### src/rtl/core/qenc_pkg.sv
// ----------------------------------------------------------------------------
// qenc_pkg
// Shared types and constants for the quadrature encoder with speed unit.
// ----------------------------------------------------------------------------
package qenc_pkg;

    localparam int unsigned TIME_W  = 32;
    localparam int unsigned POS_W   = 31;
    localparam int unsigned DIR_W   = 2;
    localparam int unsigned IVL_W   = 23;
    localparam int unsigned RPM_W   = 26;
    localparam int unsigned MODE_W  = 2;
    localparam int unsigned SPR_W   = 8;
    localparam int unsigned CFG_W   = 8;

    localparam logic [MODE_W-1:0] MODE_PINS3 = 2'd0;
    localparam logic [MODE_W-1:0] MODE_PINS0 = 2'd1;
    localparam logic [MODE_W-1:0] MODE_BOTH  = 2'd2;
    localparam logic [MODE_W-1:0] MODE_NONE  = 2'd3;

    localparam logic CFG_LATCH_MODE = 1'b0;
    localparam logic CFG_STEPS      = 1'b1;

    localparam logic [DIR_W-1:0] DIR_NONE = 2'd0;
    localparam logic [DIR_W-1:0] DIR_CW   = 2'd1;
    localparam logic [DIR_W-1:0] DIR_CCW  = 2'd2;

    localparam logic [TIME_W-1:0] RPM_NUMERATOR = 32'd60000000;
    localparam logic [SPR_W-1:0]  SPR_RESET     = 8'd20;

    // Microseconds to milliseconds: floor(x / 1000) equals
    // (x * MS_RECIP) >> MS_SHIFT for every 32-bit x.
    localparam logic [TIME_W-1:0] MS_RECIP = 32'd274877907;
    localparam int unsigned       MS_SHIFT = 38;

    // Work handed from the front part to the back part through the one-entry job register.
    typedef struct packed {
        logic [POS_W-1:0]  position;
        logic [DIR_W-1:0]  direction;
        logic              detent_event;
        logic [TIME_W-1:0] delta_time;
        logic [39:0]       interval_sum;
        logic [6:0]        ring_fill;
        logic [SPR_W-1:0]  steps_per_rev;
    } t_job;

    typedef struct packed {
        logic [POS_W-1:0] position;
        logic [DIR_W-1:0] direction;
        logic             detent_event;
        logic [IVL_W-1:0] interval_ms;
        logic [RPM_W-1:0] speed_rpm;
    } t_result;

    function automatic logic [1:0] step_dir(input logic [3:0] idx);
        // Bit 0: move, bit 1: backward.
        logic [1:0] r;
        unique case (idx)
            4'd1, 4'd7, 4'd8, 4'd14: r = 2'b11;
            4'd2, 4'd4, 4'd11, 4'd13: r = 2'b01;
            default:                  r = 2'b00;
        endcase
        return r;
    endfunction

endpackage

### src/rtl/core/qenc_front.sv
// ----------------------------------------------------------------------------
// qenc_front
// Decodes pin samples, tracks detent timing and the interval ring, and hands
// one job per sample to the back part.
// ----------------------------------------------------------------------------
module qenc_front #(
    parameter int unsigned RING_DEPTH = 8
) (
    input  logic                           i_clk,
    input  logic                           i_rst_n,
    input  logic                           i_valid,
    output logic                           o_ready,
    input  logic                           i_level_a,
    input  logic                           i_level_b,
    input  logic [qenc_pkg::TIME_W-1:0]    i_time_us,
    input  logic                           i_take_direction,
    input  logic [qenc_pkg::MODE_W-1:0]    i_latch_mode,
    input  logic [qenc_pkg::SPR_W-1:0]     i_steps_per_rev,
    output logic                           o_job_valid,
    input  logic                           i_job_ready,
    output qenc_pkg::t_job                 o_job
);
    import qenc_pkg::*;

    localparam int unsigned SLOT_W = (RING_DEPTH > 1) ? $clog2(RING_DEPTH) : 1;

    logic [TIME_W-1:0] r_ring [RING_DEPTH];
    logic [SLOT_W-1:0] r_slot;
    logic [6:0]        r_fill;
    logic [39:0]       r_sum;
    logic              r_primed;
    logic [1:0]        r_prev;
    logic [31:0]       r_steps;
    logic [POS_W-1:0]  r_held;
    logic [POS_W-1:0]  r_ack;
    logic [TIME_W-1:0] r_last;
    logic [TIME_W-1:0] r_prior;
    logic              r_job_valid;
    t_job              r_job;

    logic [1:0]        pins;
    logic [1:0]        sd;
    logic              detent;
    logic [31:0]       n_steps;
    logic [TIME_W-1:0] diff;
    logic [POS_W-1:0]  n_held;
    logic [TIME_W-1:0] n_last;
    logic [TIME_W-1:0] n_prior;
    logic [39:0]       n_sum;
    logic [6:0]        n_fill;
    logic              ev;
    logic              accept;

    assign pins   = {i_level_b, i_level_a};
    assign o_ready = !r_job_valid || i_job_ready;
    assign accept = i_valid && o_ready;
    assign sd     = step_dir({r_prev, pins});
    assign diff   = i_time_us - r_last;

    always_comb begin
        unique case (i_latch_mode)
            MODE_PINS3: detent = (pins == 2'd3);
            MODE_PINS0: detent = (pins == 2'd0);
            MODE_BOTH:  detent = (pins == 2'd0) || (pins == 2'd3);
            MODE_NONE:  detent = 1'b0;
            default:    detent = 1'b0;
        endcase
    end

    always_comb begin
        n_steps = r_steps;
        n_held  = r_held;
        n_last  = r_last;
        n_prior = r_prior;
        n_sum   = r_sum;
        n_fill  = r_fill;
        ev      = 1'b0;
        if (!r_primed) begin
            n_last  = i_time_us;
            n_prior = i_time_us;
        end else if (pins != r_prev) begin
            n_steps = r_steps + (sd[0] ? (sd[1] ? 32'hFFFF_FFFF : 32'd1) : 32'd0);
            if (detent) begin
                ev      = 1'b1;
                n_sum   = r_sum - {8'd0, r_ring[r_slot]} + {8'd0, diff};
                n_fill  = (r_fill < 7'(RING_DEPTH)) ? r_fill + 7'd1 : r_fill;
                n_held  = (i_latch_mode == MODE_BOTH) ? n_steps[31:1]
                        : {n_steps[31], n_steps[31:2]};
                n_prior = r_last;
                n_last  = i_time_us;
            end
        end
    end

    always_ff @(posedge i_clk) begin
        if (!i_rst_n) begin
            r_primed    <= 1'b0;
            r_prev      <= 2'd0;
            r_steps     <= '0;
            r_held      <= '0;
            r_ack       <= '0;
            r_last      <= '0;
            r_prior     <= '0;
            r_slot      <= '0;
            r_fill      <= '0;
            r_sum       <= '0;
            r_job_valid <= 1'b0;
            for (int i = 0; i < int'(RING_DEPTH); i++) begin
                r_ring[i] <= '0;
            end
        end else begin
            if (accept) begin
                r_primed    <= 1'b1;
                r_prev      <= pins;
                r_steps     <= n_steps;
                r_held      <= n_held;
                r_last      <= n_last;
                r_prior     <= n_prior;
                r_sum       <= n_sum;
                r_fill      <= n_fill;
                r_job_valid <= 1'b1;
                if (ev) begin
                    r_ring[r_slot] <= diff;
                    r_slot <= (r_slot == SLOT_W'(RING_DEPTH - 1)) ? '0 : r_slot + 1'b1;
                end
                if (i_take_direction) begin
                    r_ack <= n_held;
                end
            end else if (i_job_ready) begin
                r_job_valid <= 1'b0;
            end
        end
    end

    always_ff @(posedge i_clk) begin
        if (accept) begin
            r_job.position      <= n_held;
            r_job.direction     <= ($signed(n_held) > $signed(r_ack)) ? DIR_CW
                                 : ($signed(n_held) < $signed(r_ack)) ? DIR_CCW : DIR_NONE;
            r_job.detent_event  <= ev;
            r_job.delta_time    <= n_last - n_prior;
            r_job.interval_sum  <= n_sum;
            r_job.ring_fill     <= n_fill;
            r_job.steps_per_rev <= i_steps_per_rev;
        end
    end

    assign o_job_valid = r_job_valid;
    assign o_job       = r_job;
endmodule

### src/rtl/core/qenc_divider.sv
// ----------------------------------------------------------------------------
// qenc_divider
// Restoring serial divider, one quotient bit per cycle.
// ----------------------------------------------------------------------------
module qenc_divider #(
    parameter int unsigned WIDTH = 40
) (
    input  logic             i_clk,
    input  logic             i_rst_n,
    input  logic             i_start,
    input  logic [WIDTH-1:0] i_dividend,
    input  logic [WIDTH-1:0] i_divisor,
    output logic             o_done,
    output logic [WIDTH-1:0] o_quotient
);
    localparam int unsigned CNT_W = $clog2(WIDTH + 1);

    logic [WIDTH-1:0] r_q;
    logic [WIDTH-1:0] r_rem;
    logic [WIDTH-1:0] r_div;
    logic [CNT_W-1:0] r_cnt;
    logic             r_busy;
    logic             r_done;
    logic [WIDTH:0]   trial;

    assign trial = {r_rem, r_q[WIDTH-1]} - {1'b0, r_div};

    always_ff @(posedge i_clk) begin
        if (!i_rst_n) begin
            r_busy <= 1'b0;
            r_done <= 1'b0;
            r_cnt  <= '0;
        end else begin
            r_done <= 1'b0;
            if (i_start) begin
                r_busy <= 1'b1;
                r_cnt  <= CNT_W'(WIDTH);
            end else if (r_busy) begin
                r_cnt <= r_cnt - 1'b1;
                if (r_cnt == CNT_W'(1)) begin
                    r_busy <= 1'b0;
                    r_done <= 1'b1;
                end
            end
        end
    end

    always_ff @(posedge i_clk) begin
        if (i_start) begin
            r_q   <= i_dividend;
            r_rem <= '0;
            r_div <= i_divisor;
        end else if (r_busy) begin
            if (!trial[WIDTH]) begin
                r_rem <= trial[WIDTH-1:0];
                r_q   <= {r_q[WIDTH-2:0], 1'b1};
            end else begin
                r_rem <= {r_rem[WIDTH-2:0], r_q[WIDTH-1]};
                r_q   <= {r_q[WIDTH-2:0], 1'b0};
            end
        end
    end

    assign o_done     = r_done;
    assign o_quotient = r_q;
endmodule

### src/rtl/core/qenc_back.sv
// ----------------------------------------------------------------------------
// qenc_back
// Converts the interval to ms, sequences the average and RPM divisions of one
// job and holds the finished result.
// ----------------------------------------------------------------------------
module qenc_back (
    input  logic                 i_clk,
    input  logic                 i_rst_n,
    input  logic                 i_job_valid,
    output logic                 o_job_ready,
    input  qenc_pkg::t_job       i_job,
    output logic                 o_res_valid,
    input  logic                 i_res_ready,
    output qenc_pkg::t_result    o_res
);
    import qenc_pkg::*;

    localparam int unsigned DW = 40;
    localparam logic [2:0] S_IDLE = 3'd0;
    localparam logic [2:0] S_MS   = 3'd1;
    localparam logic [2:0] S_AVG  = 3'd2;
    localparam logic [2:0] S_MUL  = 3'd3;
    localparam logic [2:0] S_RPM  = 3'd4;
    localparam logic [2:0] S_OUT  = 3'd5;

    logic [2:0]       r_state;
    logic [2:0]       n_state;
    t_job             r_job;
    t_result          r_res;
    logic [DW-1:0]    r_avg;
    logic [DW-1:0]    r_den;
    logic             r_start;
    logic [DW-1:0]    r_dividend;
    logic [DW-1:0]    r_divisor;
    logic             done;
    logic [DW-1:0]    quo;
    logic [2*TIME_W-1:0] ms_prod;
    logic [DW-1:0]    den;

    qenc_divider #(.WIDTH(DW)) u_div (
        .i_clk      (i_clk),
        .i_rst_n    (i_rst_n),
        .i_start    (r_start),
        .i_dividend (r_dividend),
        .i_divisor  (r_divisor),
        .o_done     (done),
        .o_quotient (quo)
    );

    // The average never exceeds one 32-bit interval.
    assign ms_prod     = r_job.delta_time * MS_RECIP;
    assign den         = r_avg[TIME_W-1:0] * r_job.steps_per_rev;

    assign o_job_ready = (r_state == S_IDLE);
    assign o_res_valid = (r_state == S_OUT);
    assign o_res       = r_res;

    always_comb begin
        n_state = r_state;
        unique case (r_state)
            S_IDLE: if (i_job_valid) n_state = S_MS;
            S_MS:   n_state = S_AVG;
            S_AVG:  if (done) n_state = S_MUL;
            S_MUL:  n_state = S_RPM;
            S_RPM:  if (done || r_den == '0) n_state = S_OUT;
            S_OUT:  if (i_res_ready) n_state = S_IDLE;
            default: n_state = S_IDLE;
        endcase
    end

    always_ff @(posedge i_clk) begin
        if (!i_rst_n) begin
            r_state <= S_IDLE;
            r_start <= 1'b0;
        end else begin
            r_state <= n_state;
            unique case (r_state)
                S_MS:   r_start <= 1'b1;
                S_MUL:  r_start <= (den != '0);
                default: r_start <= 1'b0;
            endcase
        end
    end

    always_ff @(posedge i_clk) begin
        unique case (r_state)
            S_IDLE: begin
                r_job      <= i_job;
            end
            S_MS: begin
                r_res.interval_ms <= ms_prod[MS_SHIFT +: IVL_W];
                r_dividend        <= r_job.interval_sum;
                r_divisor         <= {33'd0, r_job.ring_fill};
            end
            S_AVG: if (done) begin
                r_avg <= (r_job.ring_fill == '0) ? '0 : quo;
            end
            S_MUL: begin
                r_den      <= den;
                r_divisor  <= den;
                r_dividend <= {8'd0, RPM_NUMERATOR};
            end
            S_RPM: begin
                r_res.position     <= r_job.position;
                r_res.direction    <= r_job.direction;
                r_res.detent_event <= r_job.detent_event;
                r_res.speed_rpm    <= (r_den == '0) ? '0 : quo[RPM_W-1:0];
            end
            default: ;
        endcase
    end
endmodule

### src/rtl/core/quadrature_encoder_with_speed_unit.sv
// ----------------------------------------------------------------------------
// quadrature_encoder_with_speed_unit
// Quadrature decoder with detent position, interval and averaged RPM.
// ----------------------------------------------------------------------------
// Each pushed pin sample yields one result. The front part decodes a sample
// and registers it in a one-entry register that passes it to the back part,
// which turns the detent interval into ms with a reciprocal multiply and then
// runs two 40-bit serial divisions on one shared divider (ring average, RPM);
// the RPM division is skipped when its divisor is zero, and the divisions set
// the rate unless a result waits to be popped. The front part takes the next
// sample while that runs.
module quadrature_encoder_with_speed_unit #(
    parameter int unsigned RING_DEPTH = 8
) (
    input  logic                             i_clk,
    input  logic                             i_rst_n,
    input  logic                             push,
    output logic                             full,
    input  logic                             i_level_a,
    input  logic                             i_level_b,
    input  logic [qenc_pkg::TIME_W-1:0]      i_time_us,
    input  logic                             i_take_direction,
    output logic                             empty,
    input  logic                             pop,
    output logic signed [qenc_pkg::POS_W-1:0] o_detent_position,
    output logic [qenc_pkg::DIR_W-1:0]       o_direction,
    output logic                             o_detent_event,
    output logic [qenc_pkg::IVL_W-1:0]       o_interval_ms,
    output logic [qenc_pkg::RPM_W-1:0]       o_speed_rpm,
    input  logic                             i_cfg_we,
    input  logic                             i_cfg_index,
    input  logic [qenc_pkg::CFG_W-1:0]       i_cfg_data
);
    import qenc_pkg::*;

    logic [MODE_W-1:0] r_latch_mode;
    logic [SPR_W-1:0]  r_steps_per_rev;
    logic              ready;
    logic              job_valid;
    logic              job_ready;
    t_job              job;
    logic              res_valid;
    t_result           res;

    always_ff @(posedge i_clk) begin
        if (!i_rst_n) begin
            r_latch_mode    <= MODE_PINS3;
            r_steps_per_rev <= SPR_RESET;
        end else if (i_cfg_we) begin
            unique case (i_cfg_index)
                CFG_LATCH_MODE: r_latch_mode    <= i_cfg_data[MODE_W-1:0];
                CFG_STEPS:      r_steps_per_rev <= i_cfg_data;
                default: ;
            endcase
        end
    end

    qenc_front #(.RING_DEPTH(RING_DEPTH)) u_front (
        .i_clk            (i_clk),
        .i_rst_n          (i_rst_n),
        .i_valid          (push),
        .o_ready          (ready),
        .i_level_a        (i_level_a),
        .i_level_b        (i_level_b),
        .i_time_us        (i_time_us),
        .i_take_direction (i_take_direction),
        .i_latch_mode     (r_latch_mode),
        .i_steps_per_rev  (r_steps_per_rev),
        .o_job_valid      (job_valid),
        .i_job_ready      (job_ready),
        .o_job            (job)
    );

    qenc_back u_back (
        .i_clk       (i_clk),
        .i_rst_n     (i_rst_n),
        .i_job_valid (job_valid),
        .o_job_ready (job_ready),
        .i_job       (job),
        .o_res_valid (res_valid),
        .i_res_ready (pop),
        .o_res       (res)
    );

    assign full              = !ready;
    assign empty             = !res_valid;
    assign o_detent_position = res.position;
    assign o_direction       = res.direction;
    assign o_detent_event    = res.detent_event;
    assign o_interval_ms     = res.interval_ms;
    assign o_speed_rpm       = res.speed_rpm;
endmodule
### config.mk
export PLATFORM = sky130hd
export DESIGN_NAME = quadrature_encoder_with_speed_unit
export DESIGN_NICKNAME = d
export VERILOG_FILES = /design/src/rtl/core/qenc_pkg.sv /design/src/rtl/core/qenc_front.sv /design/src/rtl/core/qenc_divider.sv /design/src/rtl/core/qenc_back.sv /design/src/rtl/core/quadrature_encoder_with_speed_unit.sv
export SDC_FILE = /design/constraint.sdc
export NUM_CORES = 2
export LEC_CHECK = 0
export BUFFER_PORTS_ARGS = -buffer_cell sky130_fd_sc_hd__buf_2
export CAP_MARGIN = 20
export CORE_MARGIN = 2
export CORE_UTILIZATION = 40
export CTS_BUF_LIST = sky130_fd_sc_hd__clkbuf_8
export DETAILED_ROUTE_END_ITERATION = 6
export PLACE_DENSITY_LB_ADDON = 0.08
export REMOVE_ABC_BUFFERS = 1
export SLEW_MARGIN = 20
export SYNTH_ARGS = -nofsm -noshare
export SYNTH_HDL_FRONTEND = slang
export SYNTH_SLANG_ARGS = --single-unit
### constraint.sdc
create_clock -name i_clk -period 31.4 [get_ports i_clk]
set_input_delay 3.14 -clock i_clk [delete_from_list [all_inputs] [get_ports i_clk]]
set_output_delay 3.14 -clock i_clk [all_outputs]
set_load 0.02 [all_outputs]
## Yosys cells after proc, flatten, opt, wreduce, memory -nomap -nowiden

Memory sizes are Yosys's and may differ from the RTL's. A register that Yosys moved wholly into a read port is not among the register bits.
Cells that the tools add are included.

| operators by class | value |
|---|---|
| add/sub/neg operators | 9 |
| multipliers | 2 |
| order comparisons | 3 |
| equality and inequality tests | 16 |
| muxes and demuxes | 55 |
| bitwise logic cells | 3 |
| reductions and logical operators | 26 |

Operators by type and width:

| operator | count |
|---|---|
| 32-bit two-way mux | 9 |
| 40-bit two-way mux | 6 |
| 40-bit case mux with 2 select lines | 2 |
| 31-bit two-way mux | 3 |
| 32-bit subtractor | 2 |
| 32-bit by 29-bit multiplier with 61-bit output, second input constant | 1 |
| 41-bit by 40-bit subtractor with 41-bit output | 1 |
| 40-bit by 32-bit adder with 40-bit output | 1 |
| 40-bit zero test | 1 |
| 32-bit by 8-bit multiplier with 40-bit output | 1 |
| 40-bit nonzero test | 1 |
| 40-bit by 32-bit subtractor with 40-bit output | 1 |
| 32-bit adder | 1 |
| 32-bit OR reduction | 1 |
| 31-bit greater-than comparator | 1 |
| 31-bit less-than comparator | 1 |
| 30-bit two-way mux | 1 |
| 7-bit two-way mux | 4 |
| 3-bit two-way mux | 8 |
| 3-bit case mux with 6 select lines | 1 |
| 1-bit two-way mux | 16 |
| 6-bit two-way mux | 2 |
| 2-bit AND reduction | 5 |
| 3-bit == test, second input constant | 3 |
| other kinds (27) | 41 |

| word-level totals | value |
|---|---|
| register bits | 831 |
| memory bits (writable) | 256 |
| ROM bits | 32 |
| input bits | 49 |
| output and inout bits | 85 |
| logic and storage cells | 161 |
| memories | 2 |

Memories:

| memory | depth | width | read ports | clocked after memory_dff | wr ports | line | RTL |
|---|---|---|---|---|---|---|---|
| u_front.r_ring | 8 | 32 | 1 | 1 | 8 | qenc_front.sv:27 | `logic [TIME_W-1:0] r_ring [RING_DEPTH];` |
| (no name shown) | 16 | 2 | 1 | 0 | 0 | qenc_pkg.sv:58 | `unique case (idx)` |

## Longest topological paths before layout

| logic depth | value |
|---|---|
| word-level depth | 12 |
| depth in mapped cells | 33 |
| gate-level depth less buffers | 28 |

## Cells and area by module

A second synthesis with hierarchy kept.

| second synthesis, totals | value |
|---|---|
| cell total of the unflattened synthesis | 7,155 |
| area, all modules | 75,269.7 um^2 |

Modules (own cells, without submodules):

| module | times used | cells an instance | area each (um^2) | sequential area each (um^2) |
|---|---|---|---|---|
| qenc_back | 1 | 3,022 | 34,640.7 | 10,770.3 |
| qenc_front | 1 | 3,364 | 32,780.2 | 15,625.0 |
| qenc_divider | 1 | 724 | 7,452.1 | 3,363.2 |
| quadrature_encoder_with_speed_unit | 1 | 45 | 396.6 | 200.2 |

## Worst setup path before layout

OpenSTA, ideal clock, no wires.

| timing | value |
|---|---|
| kind | flip-flop to flip-flop |
| start | register u_back.r_state[1] |
| end | register u_front.r_job (netlist bit u_front.o_job[0]), enable pin |
| library setup time | 0.532 ns |
| arrival time | 13.470 ns |
| required time | 30.868 ns |
| slack | 17.398 ns |
| stages on the path, launching flop included | 8 |
| buffers on the path | 3 |
| clock period less this slack | 14.002 ns |
| cells stage by stage | dfxtp_1 > clkbuf_1 > nor3_1 > nand2b_1 > nand2_1 > inv_2 > clkbuf_1 > clkbuf_1 |

| between the ends | value |
|---|---|
| word-level cells in the longest chain between the ends | 3 |

Ends and longest elaborated chain:

| element | line | RTL |
|---|---|---|
| from (decl) | qenc_back.sv:26 | `logic [2:0] r_state;` |
| from (signal assigned) | qenc_back.sv:76 | `r_state <= n_state;` |
| 3-bit zero test | qenc_back.sv:54 | `assign o_job_ready = (r_state == S_IDLE);` |
| 1-bit logical OR | qenc_front.sv:55 | `assign o_ready = !r_job_valid \|\| i_job_ready;` |
| 1-bit logical AND | qenc_front.sv:56 | `assign accept = i_valid && o_ready;` |
| net u_front.accept | qenc_front.sv:52 | `logic accept;` |
| to (decl) | qenc_front.sv:39 | `t_job r_job;` |

The timed path passes the listed nets, and every way through them passes these cells.
A chain may end at the register's enable or synchronous reset.

## Worst setup path in the final report

| timing | value |
|---|---|
| start | input port i_time_us[0] (netlist bit) |
| end | register u_front.r_job (netlist bit u_front.o_job[52]), data pin |

| between the ends | value |
|---|---|
| word-level cells in the longest chain between the ends | 5 |

Ends and longest elaborated chain:

| element | line | RTL |
|---|---|---|
| from (decl) | quadrature_encoder_with_speed_unit.sv:21 | `input logic [qenc_pkg::TIME_W-1:0] i_time_us,` |
| 32-bit subtractor | qenc_front.sv:58 | `assign diff = i_time_us - r_last;` |
| net u_front.diff[24] | qenc_front.sv:45 | `logic [TIME_W-1:0] diff;` |
| 40-bit by 32-bit adder with 40-bit output | qenc_front.sv:85 | `n_sum = r_sum - {8'd0, r_ring[r_slot]} + {8'd0, diff};` |
| 40-bit two-way mux | qenc_front.sv:83 | `if (detent) begin` |
| 40-bit two-way mux | qenc_front.sv:81 | `end else if (pins != r_prev) begin` |
| 40-bit two-way mux | qenc_front.sv:78 | `if (!r_primed) begin` |
| net u_front.n_sum[37] | qenc_front.sv:49 | `logic [39:0] n_sum;` |

The timed path passes the listed nets, and every way through them passes these cells.

==> impl_metrics.py <==
metrics = {
    "logic_synthesis": {
        "synth_compound_area_share_pct": 9.62,
        "synth_warnings": 0,
        "ys_seq_elements": 1090,
        "synth_cells": 7015,
        "synth_top_family_by_area": "adder cells",
        "synth_simple_gate_area_share_pct": 12.9,
        "synthXorXnorAreaFrac_pct": 2.58,
        "ys_types": 88,
        "yosys-mux-area-fraction_pct": 4.04,
        "yosys.area_share.adder_pct": 24.5,
        "synth_area_sq_um": 74500,
        "synth-edff-count": 813,
        "ys_seq_area_share_pct": 40.2,
        "synthFlopType": "edfxtp_1",
        "postSynthAreaPerCell_sq_um": 10.6,
        "async_flop_share_pct": 0,
    },
    "finish": {
        "final_nets": 8344,
        "fillers": 17944,
        "fin_cells": 9806,
        "syn2layout_area_growth_pct": 9.80,
        "drive_above_1_share_pct": 8.84,
        "fin_area_sq_um": 81800,
        "utilization_pct": 44.1,
    },
    "die": {
        "rows": 158,
        "die_area_sq_um": 190000,
        "coreArea_sq_um": 185000,
        "start_util_pct": 40.2,
        "io_pins": 134,
        "die_y_um": 435,
        "chipWidth_um": 435,
    },
    "drt": {
        "wl_met3_um": 7500,
        "drt_iter0_drc": 3008,
        "top_layer": "met5",
        "viasPerCell": 5.09,
        "wl_um": 192000,
        "dr_wl_met2_um": 88500,
        "wl_per_cell_um": 19.6,
        "vias": 49917,
        "post-route-drc-count": 0,
        "ant_nets": 0,
        "dr.pass1.iters": 5,
        "drt-met1-wl_um": 91900,
    },
    "critical_path": {
        "startpoint_type": "input port",
        "worst-path-buf-inv": 4,
        "critical-path-top-delay-family": "compound AO/OA/AOI/OAI gates",
        "cpPeakStageDelay_ps": 550,
        "slowest_stage": "xor2_1",
        "rrSetupSlack_ps": 22660,
        "critical_path_arrival_ps": 9840,
        "cp-end-kind": "register",
        "criticalPathCategory": "input port to register",
        "critPathRequiredTime_ps": 32040,
        "cp_max_fo": 9,
    },
    "clock_tree": {
        "clock_sinks": 1090,
        "clk_pin_slew_worst_paths_ps": 60,
        "cts_tree": "done",
        "htree_num_levels": 4,
        "postCtsHoldBufs": 0,
        "cts_setup_buffers": 0,
        "clk_latency_ps": 930,
        "cts_resized": 0,
        "ctsLongestPathBuffers": 3,
        "cts_root_buf": "clkbuf_8",
        "numCtsBuffers": 196,
    },
    "grt": {
        "grt_overflow": 0,
        "grt_first_pass_wirelength_um": 302000,
        "grt_max_degree": 160,
        "antenna_found_initial": 23,
        "grt_pass1_vias": 51677,
        "grt_use_total_pct": 20.4,
    },
    "timing": {
        "finalSetupViolations": 0,
        "finalHoldViolCount": 0,
        "worstMarginPinSlew_ps": 1030,
        "clock_skew_ps": 75.9,
        "finalMaxSlewViolations": 0,
        "min_period_ps": 9200,
        "rsz0062_at_grt": "false",
        "finalSetupTns_ps": 0,
        "fmax_mhz": 109,
        "maxSlewHeadroom_pct": 30.5,
        "post-route-period-util_pct": 29.3,
    },
    "place": {
        "io_buffers": 133,
        "hpwl_um": 139000,
        "dp.cells": 9428,
        "placed_cell_area_sq_um": 77900,
        "gp_congestion": 0.828,
    },
    "flow_run": {
        "drv_cap": 0,
    },
    "min_path": {
        "min-delay-path-class": "register to register",
    },
    "status": {
        "status": "complete, no violations",
    },
}
-- state kept, by name (all words and copies together), names as in the netlist, 6 cells and up, named ones only --
| register | cells |
|---|---|
| r_steps_per_rev | 8 |
| u_back.o_res | 83 |
| u_back.r_avg | 32 |
| u_back.r_den | 40 |
| u_back.r_dividend | 40 |
| u_back.r_divisor | 40 |
| u_back.r_job | 121 |
| u_back.u_div.o_quotient | 40 |
| u_back.u_div.r_cnt | 6 |
| u_back.u_div.r_div | 40 |
| u_back.u_div.r_rem | 40 |
| u_front.o_job | 121 |
| u_front.r_ack | 31 |
| u_front.r_fill | 7 |
| u_front.r_held | 31 |
| u_front.r_last | 32 |
| u_front.r_prior | 32 |
| u_front.r_ring | 256 |
| u_front.r_steps | 32 |
| u_front.r_sum | 40 |
-- path summary, 6_finish.rpt --
| kind | start | endpoint | cells after the start |
|---|---|---|---|
| setup / recovery | i_time_us[0] | u_front.o_job[52] | 26 |
| hold reg to reg | u_back.r_divisor[36] | u_back.u_div.r_div[36] | 0 |
| setup reg to reg | u_back.r_job[76] | u_back.o_res[47] | 23 |
| hold / removal | u_back.r_divisor[36] | u_back.u_div.r_div[36] | 0 |
-- layout by cell type, fill, tap and decap left out, types with 41 or more instances in the layout --
cell type,n
inv_1,994
edfxtp_1,813
nand2_1,643
ha_1,636
fa_1,513
nor2_1,506
and2_1,338
a21oi_1,304
o21ai_0,279
dfxtp_1,272
clkbuf_8,214
xnor2_1,150
buf_2,132
a21o_1,111
mux2i_1,99
nand3_1,85
nor2b_1,82
a21boi_0,80
buf_4,78
nor3_1,69
xor2_1,69
mux4_2,65
a211oi_1,50
mux2_2,49
nand4_1,47
clkinv_1,42
nand2b_1,41
-- cell families (layout without fill, tap and decap cells) --
group                    count (synthesis)  in the layout
other                                    0              5
buffers and inverters                 1205           1511
AND/OR/NAND/NOR                       2010           2010
adder cells (fa/ha/maj)               1150           1150
multiplexers                           213            213
flip-flops                            1090           1090
AO/OA/AOI/OAI                         1128           1128
XOR/XNOR                               219            219
-- synth_stat cells (84+ instances only) --
| library cell | instances | area share (%) |
|---|---|---|
| nand3_1 | 86 | 0.58 |
| xnor2_1 | 150 | 1.8 |
| nor2b_1 | 84 | 0.71 |
| o21ai_0 | 279 | 1.9 |
| inv_1 | 922 | 4.6 |
| a21oi_1 | 304 | 2.0 |
| edfxtp_1 | 813 | 33 |
| ha_1 | 636 | 11 |
| clkbuf_1 | 237 | 1.2 |
| nor2_1 | 508 | 2.6 |
| dfxtp_1 | 277 | 7.4 |
| a21o_1 | 111 | 1.1 |
| mux2i_1 | 99 | 1.3 |
| fa_1 | 513 | 14 |
| and2_1 | 338 | 2.8 |
| nand2_1 | 650 | 3.3 |
-- stage by stage --
step | setup slack [ps] | hold WS, ps
floorplan | 14640 | 400
global route | 21730 | 373
detailed placement | 21310 | 405
global placement | 21390 | 401
CTS | 22340 | 367
finish | 22200 | 382
-- area by class of cell --
cell class	count	area [sq um]	share of cell area [%]
diodes	5	12.5	0.0153
well taps	2480	3100	3.80
multi-input cells	4720	40000	49.0
flip-flops and latches	1090	30000	36.7
repair buffers	213	1300	1.59
clock buffers	214	2950	3.60
inverters	925	3480	4.26
clock inverters	159	915	1.12
-- per-layer routing --
metal / track usage (%) / up-vias
li1: - / 24211
met1: 28.9 / 24617
met2: 32.6 / 837
met3: 3.17 / 250
met4: 4.88 / 2
met5: 0 / -
Power is not shown: default switching activity piles up to over one toggle a cycle in this logic, so the estimate is an artifact.
